**config.mk**
```make
export PLATFORM = sky130hd
export DESIGN_NAME = sacc_ctrl
export DESIGN_NICKNAME = d
export VERILOG_FILES = /design/src/rtl/sacc_pkg.sv /design/src/rtl/sacc_ctrl.sv
export SDC_FILE = /design/constraint.sdc
export NUM_CORES = 1
export LEC_CHECK = 0
export ABC_AREA = 1
export BUFFER_PORTS_ARGS = -buffer_cell sky130_fd_sc_hd__buf_2
export CORE_UTILIZATION = 46
export CTS_CLUSTER_SIZE = 10
export DETAILED_ROUTE_END_ITERATION = 6
export GPL_TIMING_DRIVEN = 0
export PLACE_DENSITY = 0.78
export SLEW_MARGIN = 20
export SYNTH_ARGS = -nofsm -noshare
export SYNTH_HDL_FRONTEND = slang
export SYNTH_SLANG_ARGS = --single-unit
```
**constraint.sdc**
```tcl
create_clock -name clk -period 2 [get_ports clk]
set_clock_uncertainty 0.05 [all_clocks]
set_input_delay 0.2 -clock clk [delete_from_list [all_inputs] [get_ports clk]]
set_output_delay 0.2 -clock clk [all_outputs]
set_load 0.03 [all_outputs]
```
**src/rtl/sacc_pkg.sv**
```systemverilog
// Shared types, codes and lane functions of the set-associative cache controller.
`timescale 1ns / 1ps
package sacc_pkg;

	localparam int DEF_WAYS        = 4;
	localparam int DEF_SETS        = 64;
	localparam int DEF_BLOCK_WORDS = 8;

	localparam int         AGE_W   = 3;
	localparam logic [2:0] AGE_MAX = 3'd7;

	// input item kinds
	localparam logic [1:0] KIND_READ   = 2'd0;
	localparam logic [1:0] KIND_WRITE  = 2'd1;
	localparam logic [1:0] KIND_REFILL = 2'd2;

	// result kinds
	localparam logic [1:0] RK_CPU   = 2'd0;
	localparam logic [1:0] RK_MEMWR = 2'd1;
	localparam logic [1:0] RK_BLKRD = 2'd2;

	// response status
	localparam logic [1:0] ST_OK       = 2'd0;
	localparam logic [1:0] ST_MISALIGN = 2'd1;
	localparam logic [1:0] ST_BUSY     = 2'd2;

	// access sizes
	localparam logic [1:0] SZ_BYTE = 2'd0;
	localparam logic [1:0] SZ_HALF = 2'd1;
	localparam logic [1:0] SZ_WORD = 2'd2;

	// configuration register indexes
	localparam logic [1:0] CFG_WRITE_BACK = 2'd0;
	localparam logic [1:0] CFG_ALLOCATE   = 2'd1;
	localparam logic [1:0] CFG_LRU        = 2'd2;

	// result selection for the output register
	typedef logic [2:0] emit_t;
	localparam emit_t EM_NONE   = 3'd0;
	localparam emit_t EM_BUSY   = 3'd1;
	localparam emit_t EM_MIS    = 3'd2;
	localparam emit_t EM_RDRESP = 3'd3;
	localparam emit_t EM_WRRESP = 3'd4;
	localparam emit_t EM_MEMWR  = 3'd5;
	localparam emit_t EM_WB     = 3'd6;
	localparam emit_t EM_BLKRD  = 3'd7;

	// data memory read address selection
	typedef logic [1:0] dread_t;
	localparam dread_t DR_NONE = 2'd0;
	localparam dread_t DR_LINE = 2'd1;
	localparam dread_t DR_WB   = 2'd2;

	typedef struct packed {
		logic   cap_req;
		logic   tag_rd;
		logic   refill_wr;
		logic   look;
		dread_t dread;
		logic   fill_upd;
		logic   merge_wr;
		logic   set_pend;
		logic   wb_clr;
		logic   wb_inc;
		emit_t  emit;
		logic   emit_last;
	} cmd_t;

	typedef struct packed {
		logic [1:0] in_kind;
		logic       in_mis;
		logic       pend;
		logic       hit;
		logic       noalloc;
		logic       need_wb;
		logic       refill_last;
		logic       wb_last;
		logic       req_write;
		logic       wb_mode;
	} sts_t;

	function automatic logic [31:0] size_mask(input logic [1:0] sz);
		logic [31:0] m;
		unique case (sz)
			SZ_BYTE: m = 32'h0000_00ff;
			SZ_HALF: m = 32'h0000_ffff;
			default: m = 32'hffff_ffff;
		endcase
		return m;
	endfunction

	function automatic logic [31:0] lane_read(input logic [31:0] w, input logic [1:0] a,
			input logic [1:0] sz, input logic sgn);
		logic [31:0] v;
		logic [4:0]  sh;
		unique case (sz)
			SZ_BYTE: begin
				sh = {a, 3'b000};
				v  = (w >> sh) & 32'h0000_00ff;
				if (sgn && v[7]) begin
					v = v | 32'hffff_ff00;
				end
			end
			SZ_HALF: begin
				sh = {a[1], 4'b0000};
				v  = (w >> sh) & 32'h0000_ffff;
				if (sgn && v[15]) begin
					v = v | 32'hffff_0000;
				end
			end
			default: begin
				sh = 5'd0;
				v  = w;
			end
		endcase
		return v;
	endfunction

	function automatic logic [31:0] lane_merge(input logic [31:0] w, input logic [1:0] a,
			input logic [1:0] sz, input logic [31:0] d);
		logic [4:0]  sh;
		logic [31:0] m;
		logic [31:0] r;
		unique case (sz)
			SZ_BYTE: sh = {a, 3'b000};
			SZ_HALF: sh = {a[1], 4'b0000};
			default: sh = 5'd0;
		endcase
		m = size_mask(sz) << sh;
		r = (w & ~m) | ((d << sh) & m);
		return r;
	endfunction

endpackage

```
**src/rtl/sacc_ctrl.sv**
```systemverilog
// Controller state machine of the cache controller.
`timescale 1ns / 1ps
module sacc_ctrl (
	input  logic          clk,
	input  logic          arst_n,
	input  logic          item_valid,
	output logic          item_ready,
	output logic          out_valid,
	input  logic          out_ready,
	input  sacc_pkg::sts_t sts,
	output sacc_pkg::cmd_t cmd
);

	localparam logic [3:0] S_IDLE     = 4'd0;
	localparam logic [3:0] S_LOOK     = 4'd1;
	localparam logic [3:0] S_HIT_RD   = 4'd2;
	localparam logic [3:0] S_DATA     = 4'd3;
	localparam logic [3:0] S_MEMWR    = 4'd4;
	localparam logic [3:0] S_RESP     = 4'd5;
	localparam logic [3:0] S_WB_RD    = 4'd6;
	localparam logic [3:0] S_WB_EM    = 4'd7;
	localparam logic [3:0] S_REQ      = 4'd8;
	localparam logic [3:0] S_FILL_RD  = 4'd9;

	logic [3:0] state_q;
	logic [3:0] state_d;
	logic       out_valid_q;
	logic       free;
	logic       acc;

	assign free       = !out_valid_q || out_ready;
	assign item_ready = (state_q == S_IDLE) && !out_valid_q;
	assign acc        = item_valid && item_ready;
	assign out_valid  = out_valid_q;

	always_comb begin
		cmd     = '0;
		state_d = state_q;
		unique case (state_q)
			S_IDLE: begin
				if (acc) begin
					priority if (sts.in_kind == sacc_pkg::KIND_READ ||
							sts.in_kind == sacc_pkg::KIND_WRITE) begin
						priority if (sts.pend) begin
							cmd.emit      = sacc_pkg::EM_BUSY;
							cmd.emit_last = 1'b1;
						end else if (sts.in_mis) begin
							cmd.emit      = sacc_pkg::EM_MIS;
							cmd.emit_last = 1'b1;
						end else begin
							cmd.cap_req = 1'b1;
							cmd.tag_rd  = 1'b1;
							state_d     = S_LOOK;
						end
					end else if (sts.in_kind == sacc_pkg::KIND_REFILL && sts.pend) begin
						cmd.refill_wr = 1'b1;
						if (sts.refill_last) begin
							state_d = S_FILL_RD;
						end
					end else begin
						state_d = S_IDLE;
					end
				end
			end
			S_LOOK: begin
				cmd.look = 1'b1;
				priority if (sts.hit) begin
					state_d = S_HIT_RD;
				end else if (sts.noalloc) begin
					state_d = S_MEMWR;
				end else if (sts.need_wb) begin
					cmd.wb_clr = 1'b1;
					state_d    = S_WB_RD;
				end else begin
					state_d = S_REQ;
				end
			end
			S_HIT_RD: begin
				cmd.dread = sacc_pkg::DR_LINE;
				state_d   = S_DATA;
			end
			S_FILL_RD: begin
				cmd.dread    = sacc_pkg::DR_LINE;
				cmd.fill_upd = 1'b1;
				state_d      = S_DATA;
			end
			S_DATA: begin
				if (free) begin
					if (sts.req_write) begin
						cmd.merge_wr = 1'b1;
						if (sts.wb_mode) begin
							cmd.emit      = sacc_pkg::EM_WRRESP;
							cmd.emit_last = 1'b1;
							state_d       = S_IDLE;
						end else begin
							cmd.emit = sacc_pkg::EM_MEMWR;
							state_d  = S_RESP;
						end
					end else begin
						cmd.emit      = sacc_pkg::EM_RDRESP;
						cmd.emit_last = 1'b1;
						state_d       = S_IDLE;
					end
				end
			end
			S_MEMWR: begin
				if (free) begin
					cmd.emit = sacc_pkg::EM_MEMWR;
					state_d  = S_RESP;
				end
			end
			S_RESP: begin
				if (free) begin
					cmd.emit      = sacc_pkg::EM_WRRESP;
					cmd.emit_last = 1'b1;
					state_d       = S_IDLE;
				end
			end
			S_WB_RD: begin
				cmd.dread = sacc_pkg::DR_WB;
				state_d   = S_WB_EM;
			end
			S_WB_EM: begin
				if (free) begin
					cmd.emit = sacc_pkg::EM_WB;
					if (sts.wb_last) begin
						state_d = S_REQ;
					end else begin
						cmd.wb_inc = 1'b1;
						state_d    = S_WB_RD;
					end
				end
			end
			S_REQ: begin
				if (free) begin
					cmd.emit      = sacc_pkg::EM_BLKRD;
					cmd.emit_last = 1'b1;
					cmd.set_pend  = 1'b1;
					state_d       = S_IDLE;
				end
			end
			default: begin
				state_d = S_IDLE;
			end
		endcase
	end

	always_ff @(posedge clk or negedge arst_n) begin
		if (!arst_n) begin
			state_q     <= S_IDLE;
			out_valid_q <= 1'b0;
		end else begin
			state_q <= state_d;
			if (cmd.emit != sacc_pkg::EM_NONE) begin
				out_valid_q <= 1'b1;
			end else if (out_ready) begin
				out_valid_q <= 1'b0;
			end
		end
	end

endmodule

```
==> results.md, run 1 <==
* Antenna violations before repair at 0
* WP data required at 1750 ps
* IR drop worst, VDD at 0.9282 mV
* Gr ovfl total at 0
* Setup slack after layout at 133.0 ps
* Final instance area at 0.001052 sq mm
* Fmax at 535.6 MHz
* Worst path arrival time at 1620 ps
* Placement Setup Slack at 190.5 ps
* Die area at 0.001729 sq mm
* Crit Path Class: flip-flop to output port
* Register area at 131.4 sq um
* First-pass GRT wire length at 3160 um
* Clock Sinks at 5
* Row Count at 13
* Placed cells at 177
* Final Setup Violations at 0
* Die width at 41.58 um
* I/O pin cnt at 32
* First-pass iteration count of the detailed router at 4
* Synthesized area per cell at 5.501 sq um
* Starting DRT DRC Count at 32
* Core area at 0.001383 sq mm
* Yosys cell types at 19
* Commonest non-fill, non-tap cell in the layout: nand2_1
* Clock power share at 0.074
* Layout Nets at 193
* Maximum buffer depth of the clock tree at 2
* Worst Setup Start Kind: flip-flop
* Syn Nets at 146
* Total GRT Usage at 0.2322
* Seq pwr share at 0.154
* Max-slew violation count at 0
* Area growth syn-to-layout at 46.01%
* Hold WC Path Type: input pin to asynchronous set/reset pin
* Share of layout cells above drive strength 1 at 0.3955
* Tcrit/Tclk final at 0.9335
* Remaining antenna violation count at 0
* Reg2Reg Setup Slack at 460 ps
* Worst-Margin Slew at 430.0 ps
* H-tree levels at 1
* Comb pwr share at 0.772
* Post-Route WL at 2178 um
* Synthesized flop and latch total at 5
* Clock Pin Slew Worst Setup and Hold Paths at 50 ps
* Drt via density at 5.063
* Routed vias at 972
* Worst-path fanout max at 6
* Critical Path Sink Type: output port
* Multi-input gate area at 536.8 sq um
* Slew HR at 0.7103
* DR WL/cell at 11.34 um
* Post-Layout Cell Count at 192
* Leakage at 0.6498 nW
* Crit path time final at 1867 ps
* Smallest hold slack at 247.4 ps
* Pwr Total at 1.643 mW
* Initial Util at 0.5213
* Status: complete, no violations
* Num CTS Buffers at 3
* RSZ-0062 raised after global routing: false
* DP Area at 909.6 sq um
* Root Buffer: clkbuf_4
* Synth Instances at 131
* CTS tree: done
* Netlist Area Pre-Place at 720.7 sq um
* Die height at 41.58 um
* Pwr Density at 1562 mW/mm^2
* Yosys warning total at 0
* Commonest cells after routing, fill and taps aside: nand2_1 (35), buf_2 (29), inv_1 (22)
* Final routed DRC violation total at 0
* Fin. Hold Viols at 0
* Pint at 0.6941 mW
* Sequential cell area fraction in the yosys report at 0.1736
* Clk Latency, worst-skew pair at 250 ps
* DP HPWL at 1567 um
* Largest net degree at the start of global routing at 11
* Maxcap violations at 0
* Final Wtd Congestion at 0.8357
* Port Buf Inserts at 31
* Sw Share at 0.5776
* Vias in the first global route at 762
* FILL cells at 103
* ANT cells at 0
* Switch Pwr at 0.9492 mW
per-layer routing:
metal,up-vias,track usage,part of all wire
li1,500,-,-
met1,407,0.3280,0.41
met2,61,0.3375,0.48
met3,4,0.05652,0.098
met4,0,0.09032,0.014
met5,-,0,0
power by group through the flow:
stage | Sequential, mW | Combinational [mW] | Clock (mW)
2_1_floorplan | 0.232 | 0.805 | 0
3_3_place_gp | 0.231 | 1.03 | 0
3_5_place_dp | 0.232 | 1.05 | 0
4_1_cts | 0.242 | 1.07 | 0.121
5_1_grt | 0.259 | 1.38 | 0.134
6_report | 0.254 | 1.27 | 0.122
path summary, 6_finish.rpt:
| check | from | endpoint | cells past startpoint |
|---|---|---|---|
| setup reg to reg | state_q[1]$_DFFE_PN0P_ | state_q[3]$_DFFE_PN0P_ | 8 |
| setup / recovery | state_q[1]$_DFFE_PN0P_ | cmd[1] | 8 |
| hold / removal | arst_n | out_valid$_DFFE_PN0P_ | 2 |
| hold reg to reg | state_q[3]$_DFFE_PN0P_ | state_q[3]$_DFFE_PN0P_ | 2 |
| max in group asynchronous | arst_n | state_q[2]$_DFFE_PN0P_ | 2 |
| min in group clk | sts[6] | state_q[1]$_DFFE_PN0P_ | 5 |
per-stage QoR:
stage	utilization	TNS, ps
6_report	0.7611	0
5_1_grt	0.7611	0
4_1_cts	0.6914	0
3_5_place_dp	0.6579	0
3_3_place_gp	0.6579	0
2_1_floorplan	-	-35.15
critical path, stage by stage (launching register included):
cell and delay [ps]:
dfrtp_2 450, nor2_4 180, buf_4 150, buf_4 100, nand3_1 70, nand3_1 110
nor2_1 70, inv_1 50, buf_2 180
cell type report:
cell class / instances / area share
multi-input combinational: 102 / 0.5101
timing repair buffer: 43 / 0.2402
sequential: 5 / 0.1249
inverter: 23 / 0.08205
clock buffer: 4 / 0.02497
tap: 15 / 0.01784
timing repair:
| item | CTS | global route |
|---|---|---|
| gates resized for setup | 2 | 9 |
| hold buffers | 1 | 0 |
| setup endpoints to repair | 3 | 5 |
| hold endpoints to repair | 5 | 0 |
| setup buffers | 0 | 11 |
| pin swaps | 0 | 3 |
Yosys cell counts, drive strengths merged:
| cell type | count | area share |
|---|---|---|
| o211ai | 1 | 0.010 |
| a21oi | 1 | 0.0069 |
| o21ai | 7 | 0.059 |
| inv | 23 | 0.12 |
| buf | 1 | 0.010 |
| nand4 | 2 | 0.017 |
| nor3 | 2 | 0.014 |
| nor4 | 2 | 0.017 |
| nand3 | 18 | 0.13 |
| dfrtp | 5 | 0.17 |
| nor2 | 28 | 0.20 |
| nand2 | 41 | 0.25 |
cells by family after synthesis:
family | synth area share
compound gates | 0.07639
buf+inv | 0.1302
flops | 0.1736
simple gates | 0.6198
registers in the layout, indices dropped and copies added, names as in the netlist:
name and cells:
state_q 4, out_valid 1
Power figures use the tool's default switching activity.
==> run 2: changes to the inputs <==
Settings changed: CORE_MARGIN set to 2, CORE_UTILIZATION 46 to 48, CTS_BUF_LIST set to sky130_fd_sc_hd__clkbuf_2 sky130_fd_sc_hd__clkbuf_4 sky130_fd_sc_hd__clkbuf_8, PLACE_DENSITY 0.78 to 0.81.
==> run 2 against run 1 <==
  * Cell count is 2.1% lower
  * Non-clock buffer count is 4 lower
  * First-iteration DRC count is 56% higher
  * Power is 4.4% lower
  * Register-to-register slack better by 60 ps
  * Sequential share of layout area is 0.45 points higher
  * Sequential power hardly changed
  * Global-route usage is 2.0 points higher
==> results.md, run 2 (synthesis gave the netlist of run 1 again) <==
* Commonest non-fill, non-tap cell in the layout: nand2_1
* IR drop worst, VDD at 0.7931 mV (-15%)
* Final instance area at 0.001016 sq mm (-3.4%)
* H-tree levels at 1 (unchanged)
* Leakage at 0.6273 nW (-3.5%)
* Final routed DRC violation total at 0 (unchanged)
* Crit Path Class: flip-flop to output port
* Area growth syn-to-layout at 40.97%
* Routed vias at 997 (+2.6%)
* Clk Latency, worst-skew pair at 260 ps (about the same)
* Final Wtd Congestion at 0.8913 (+6.7%)
* RSZ-0062 raised after global routing: true
* Hold WC Path Type: input pin to asynchronous set/reset pin
* Die width at 42.75 um (+2.8%)
* FILL cells at 116 (+13%)
* Drt via density at 5.303 (+4.8%)
* Gr ovfl total at 0 (unchanged)
* First-pass GRT wire length at 3477 um (+10%)
* DR WL/cell at 11.29 um (-0.50%)
* Critical Path Sink Type: output port
* Worst-path fanout max at 7 (+1)
* Worst setup path end: cmd[2]
* Placement Setup Slack at 206.4 ps (+15.91 ps)
* Fmax at 528.4 MHz (-1.4%)
* Vias in the first global route at 867 (+14%)
* WP data required at 1750 ps (about the same)
* Max-slew violation count at 0 (unchanged)
* Clock Pin Slew Worst Setup and Hold Paths at 40 ps (about the same)
* CTS tree: done
* Final Setup Violations at 0 (unchanged)
* Maxcap violations at 0 (unchanged)
* Fin. Hold Viols at 0 (unchanged)
* Worst-Margin Slew at 411.8 ps (-18.22 ps)
* Total GRT Usage at 0.2522 (+0.02002)
* First-pass iteration count of the detailed router at 4 (unchanged)
* Share of layout cells above drive strength 1 at 0.3873 (-0.008197)
* Max FFs per register at 4 (unchanged)
* Maximum buffer depth of the clock tree at 2 (unchanged)
* Setup slack after layout at 107.4 ps (-25.60 ps)
* Antenna violations before repair at 0 (unchanged)
* Largest Register: state_q
* Num CTS Buffers at 3 (unchanged)
* ANT cells at 0 (unchanged)
* Smallest hold slack at 241.6 ps (-5.794 ps)
* Commonest cells after routing, fill and taps aside: nand2_1 (35), buf_2 (30), inv_1 (22)
* Crit path time final at 1893 ps (+25.60 ps)
* Critical path startpoint: state_q[0]$_DFFE_PN0P_
* Worst path arrival time at 1640 ps (+20 ps)
* R2R Path Start: out_valid$_DFFE_PN0P_
* DP HPWL at 1585 um (+1.2%)
* Status: complete, no violations
* Post-Route WL at 2122 um (-2.6%)
* DP Area at 909.6 sq um (unchanged)
* Port Buf Inserts at 31 (unchanged)
* Depth of the worst register-to-register path at 8 (unchanged)
* Remaining antenna violation count at 0 (unchanged)
* Tcrit/Tclk final at 0.9463 (+0.01280)
* Initial Util at 0.5338 (+0.01256)
* Layout Nets at 189 (-2.1%)
* Core area at 0.001350 sq mm (-2.4%)
* Worst Setup Start Kind: flip-flop
* Largest net degree at the start of global routing at 11 (unchanged)
* Root Buffer: clkbuf_4
* Starting DRT DRC Count at 50 (+56%)
* Slew HR at 0.7226 (+0.01227)
* Row Count at 13 (unchanged)
* FF-to-FF End: state_q[0]$_DFFE_PN0P_
* Reg2Reg Setup Slack at 520 ps (+60 ps)
* I/O pin cnt at 32 (unchanged)
* Pwr Density at 1546 mW/mm^2 (-0.98%)
* Clock Sinks at 5 (unchanged)
* Die height at 42.75 um (+2.8%)
* Die area at 0.001828 sq mm (+5.7%)
==> run 2: changes by cell type in the layout (fill, tap and decap cells not counted) <==
| cell | before | now |
|---|---|---|
| nand3_1 | 17 | 18 |
| clkbuf_1 | 1 | 0 |
| buf_2 | 29 | 30 |
| nor2_1 | 19 | 18 |
| nand3_2 | 1 | 0 |
| nor2_2 | 4 | 5 |
| nand2_2 | 3 | 4 |
| nand2_4 | 3 | 2 |
| buf_4 | 11 | 7 |
==> run 2: metrics by stage <==
step / TNS [ps] / utilization / std cells / total power [mW]
2_1_floorplan: -35.15 / - / 131 / 1.037
3_3_place_gp: 0 / 0.6738 / 177 / 1.261
3_5_place_dp: 0 / 0.6738 / 177 / 1.283
4_1_cts: 0 / 0.7108 / 182 / 1.449
5_1_grt: -14.30 / 0.7525 / 188 / 1.695
6_report: 0 / 0.7525 / 188 / 1.571
==> run 2: metal layers <==
layer  vias to the layer above  part of all wire  routed length [um]  track usage
li1                        495                 -                   -            -
met1                       454              0.41                 871       0.3197
met2                        40              0.47                1000       0.3879
met3                         8             0.087                 185      0.05106
met4                         0             0.031                  65       0.1500
met5                         -                 0                   0            0
==> run 2: where the power goes <==
| part | total (mW) | internal, mW | leakage, nW | switching (mW) |
|---|---|---|---|---|
| clock | 0.137 | 0.0893 | 0.0184 | 0.0479 |
| combinational | 1.18 | 0.400 | 0.551 | 0.781 |
| sequential | 0.252 | 0.158 | 0.0575 | 0.0941 |
| total | 1.57 | 0.648 | 0.627 | 0.923 |
==> run 2: area by class of cell <==
class | count | area [sq um] | area share
multi-input cells | 102 | 529.3 | 0.5209
repair buffers | 38 | 212.7 | 0.2094
flip-flops and latches | 5 | 131.4 | 0.1293
inverters | 23 | 86.33 | 0.08498
clock buffers | 4 | 30.03 | 0.02956
well taps | 15 | 18.77 | 0.01847
plain buffers | 1 | 7.507 | 0.007389
==> run 2: worst max-delay path, stage by stage, from the launching register on <==
cell and delay, ps:
dfrtp_2 460, nor2_4 160, buf_4 150, nand3_1 120, nand2_1 90, inv_1 50
nand2_1 70, nor2_1 60, inv_1 50, buf_2 180
==> run 2: worst min-delay path by stage <==
stage	startpoint	endpoint	slack (ps)
floorplan	arst_n	out_valid$_DFFE_PN0P_	-150
global placement	arst_n	state_q[0]$_DFFE_PN0P_	-40
detailed placement	arst_n	out_valid$_DFFE_PN0P_	-40
CTS	arst_n	out_valid$_DFFE_PN0P_	230
global route	arst_n	state_q[3]$_DFFE_PN0P_	270
finish	arst_n	out_valid$_DFFE_PN0P_	240
==> run 2: what timing repair did <==
item,in CTS,in global routing
hold buffers,1,0
hold endpoints to repair,5,0
cloned,0,0
buffers inserted,0,6
setup endpoints to repair,3,4
pin swaps,0,2
gates resized for setup,2,7
==> run 3: changes to the inputs <==
Settings changed: PLACE_DENSITY 0.81 to 0.93.
==> run 3 against run 2 <==
  * Core utilization increased by 3.2 points
  * Non-clock buffer count increased by 5
  * Cell count increased by 2.7%
  * Die area unchanged
  * Sequential power decreased by 5%
  * Clock power decreased by 4%
  * Critical path depth decreased by 1
  * Register-to-register slack got worse by 120 ps
  * Worst hold slack improved by 23 ps
  * Critical endpoint is now cmd[0]
  * Largest cell class unchanged
==> results.md, run 3 (synthesis gave the netlist of run 1 again) <==
* Remaining antenna violation count at 0 (unchanged)
* I/O pin cnt at 32 (unchanged)
* Share of layout cells above drive strength 1 at 0.3933 (+0.005975)
* Fmax at 516.7 MHz (-2.2%)
* Reg2Reg Setup Slack at 400 ps (-120 ps)
* Port Buf Inserts at 31 (unchanged)
* DR WL/cell at 12.16 um (+7.7%)
* Layout Nets at 194 (+2.6%)
* Largest Register: state_q
* Status: complete, no violations
* Final core occ at 0.7841 (+0.03151)
* First-pass GRT wire length at 3436 um (-1.2%)
* IR drop worst, VDD at 0.9140 mV (+15%)
* Register area at 130.1 sq um (-0.95%)
* Worst-path fanout max at 5 (-2)
* FF-to-FF End: state_q[3]$_DFFE_PN0P_
* Die area at 0.001828 sq mm (unchanged)
* Pwr Density at 1597 mW/mm^2 (+3.3%)
* Leakage at 0.6582 nW (+4.9%)
* Commonest non-fill, non-tap cell in the layout: nand2_1
* Worst Setup Start Kind: flip-flop
* Multi-input gate area at 531.8 sq um (+0.47%)
* First-pass iteration count of the detailed router at 4 (unchanged)
* ANT cells at 0 (unchanged)
* Final Wtd Congestion at 0.8877 (-0.40%)
* H-tree levels at 1 (unchanged)
* CTS tree: done
* Initial Util at 0.5338 (unchanged)
* Slew HR at 0.7416 (+0.01897)
* Pwr Total at 1.691 mW (+7.6%)
* Post-Route WL at 2347 um (+11%)
* Max FFs per register at 4 (unchanged)
* Row Count at 13 (unchanged)
* Worst setup path end: cmd[0]
* Num CTS Buffers at 3 (unchanged)
* WP data required at 1750 ps (about the same)
* Tcrit/Tclk final at 0.9676 (+0.02128)
* Die width at 42.75 um (unchanged)
* DP HPWL at 1622 um (+2.3%)
* Maximum buffer depth of the clock tree at 2 (unchanged)
* Final routed DRC violation total at 0 (unchanged)
* Max-slew violation count at 0 (unchanged)
* Starting DRT DRC Count at 40 (-20%)
* R2R Path Start: state_q[1]$_DFFE_PN0P_
* RSZ-0062 raised after global routing: true
* Crit path time final at 1935 ps (+42.57 ps)
* Core area at 0.001350 sq mm (unchanged)
* Gr ovfl total at 0 (unchanged)
* Worst path arrival time at 1690 ps (+50 ps)
* Commonest cells after routing, fill and taps aside: nand2_1 (35), buf_2 (30), inv_1 (22)
* Antenna violations before repair at 0 (unchanged)
* Routed vias at 994 (-0.30%)
* Maxcap violations at 0 (unchanged)
* Drt via density at 5.150 (-2.9%)
* Crit Path Class: flip-flop to output port
* Depth of the worst register-to-register path at 10 (+2)
* Final Setup Violations at 0 (unchanged)
* Largest net degree at the start of global routing at 11 (unchanged)
* Clock Sinks at 5 (unchanged)
* Critical path startpoint: state_q[2]$_DFFE_PN0P_
* Fin. Hold Viols at 0 (unchanged)
* Clk Latency, worst-skew pair at 240 ps (-20 ps)
* Critical Path Sink Type: output port
* Worst-Margin Slew at 383.6 ps (-28.16 ps)
* FILL cells at 103 (-11%)
* Vias in the first global route at 844 (-2.7%)
* Clock Pin Slew Worst Setup and Hold Paths at 50 ps (about the same)
* Area growth syn-to-layout at 46.88%
* Hold WC Path Type: input pin to asynchronous set/reset pin
* Die height at 42.75 um (unchanged)
* Root Buffer: clkbuf_4
* Total GRT Usage at 0.2365 (-0.01571)
[run 3: changes by cell type in the layout (fill, tap and decap cells not counted), sizes merged]
cell and delta:
buf +6, clkbuf -1
[run 3: worst min path at each step]
stage / start / endpoint / slack (ps) / depth (start not counted)
2_1_floorplan: arst_n / out_valid$_DFFE_PN0P_ / -150 / 0
3_3_place_gp: arst_n / state_q[3]$_DFFE_PN0P_ / -30 / 1
3_5_place_dp: arst_n / state_q[0]$_DFFE_PN0P_ / -30 / 1
4_1_cts: arst_n / state_q[1]$_DFFE_PN0P_ / 250 / 2
5_1_grt: arst_n / state_q[1]$_DFFE_PN0P_ / 280 / 2
6_report: arst_n / state_q[0]$_DFFE_PN0P_ / 260 / 2
[run 3: metrics by stage]
step                      TNS [ps]  instances  area (sq um)  setup WS (ps)  hold slack, ps
final                            0        193          1059          64.82           264.3
after global routing        -25.68        193          1059         -15.35           279.1
after CTS                        0        182         959.7          3.007           253.1
after detailed placement         0        177         909.6          173.5          -28.39
after global placement           0        177         909.6          228.3          -32.49
after floorplan             -35.15        131         735.7         -35.15          -145.6
[run 3: critical path, stage by stage (launching register included)]
cell and delay, ps:
dfrtp_2 400, buf_4 130, inv_1 60, nor2_2 210
nand2_1 120, nand2_1 120, o21ai_0 110, o21ai_1 90
buf_2 200
[run 3: per-layer routing]
metal  vias up  share of wire  GRT usage
met5         -              0          0
met4         0         0.0089    0.07500
met3         4          0.050    0.03830
met2        37           0.51     0.4030
met1       444           0.43     0.2992
li1        509              -          -
[run 3: where the power goes]
group | switching, mW | internal, mW | total [mW]
sequential | 0.0848 | 0.156 | 0.240
clock | 0.0426 | 0.0890 | 0.132
combinational | 0.829 | 0.489 | 1.32
total | 0.957 | 0.734 | 1.69
[run 3: area by class of cell]
cell class | instances | area share
plain buffers | 1 | 0.007092
clock buffers | 4 | 0.02837
inverters | 23 | 0.08156
multi-input cells | 102 | 0.5024
flip-flops and latches | 5 | 0.1229
well taps | 15 | 0.01773
repair buffers | 43 | 0.2400
[run 3: timing repair]
item / in CTS / in global routing
setup buffers: 0 / 11
resized for setup: 2 / 8
pin swaps: 0 / 6
hold buffers: 1 / 0
setup endpoints to repair: 3 / 4
endpoints found under the hold margin: 5 / 0
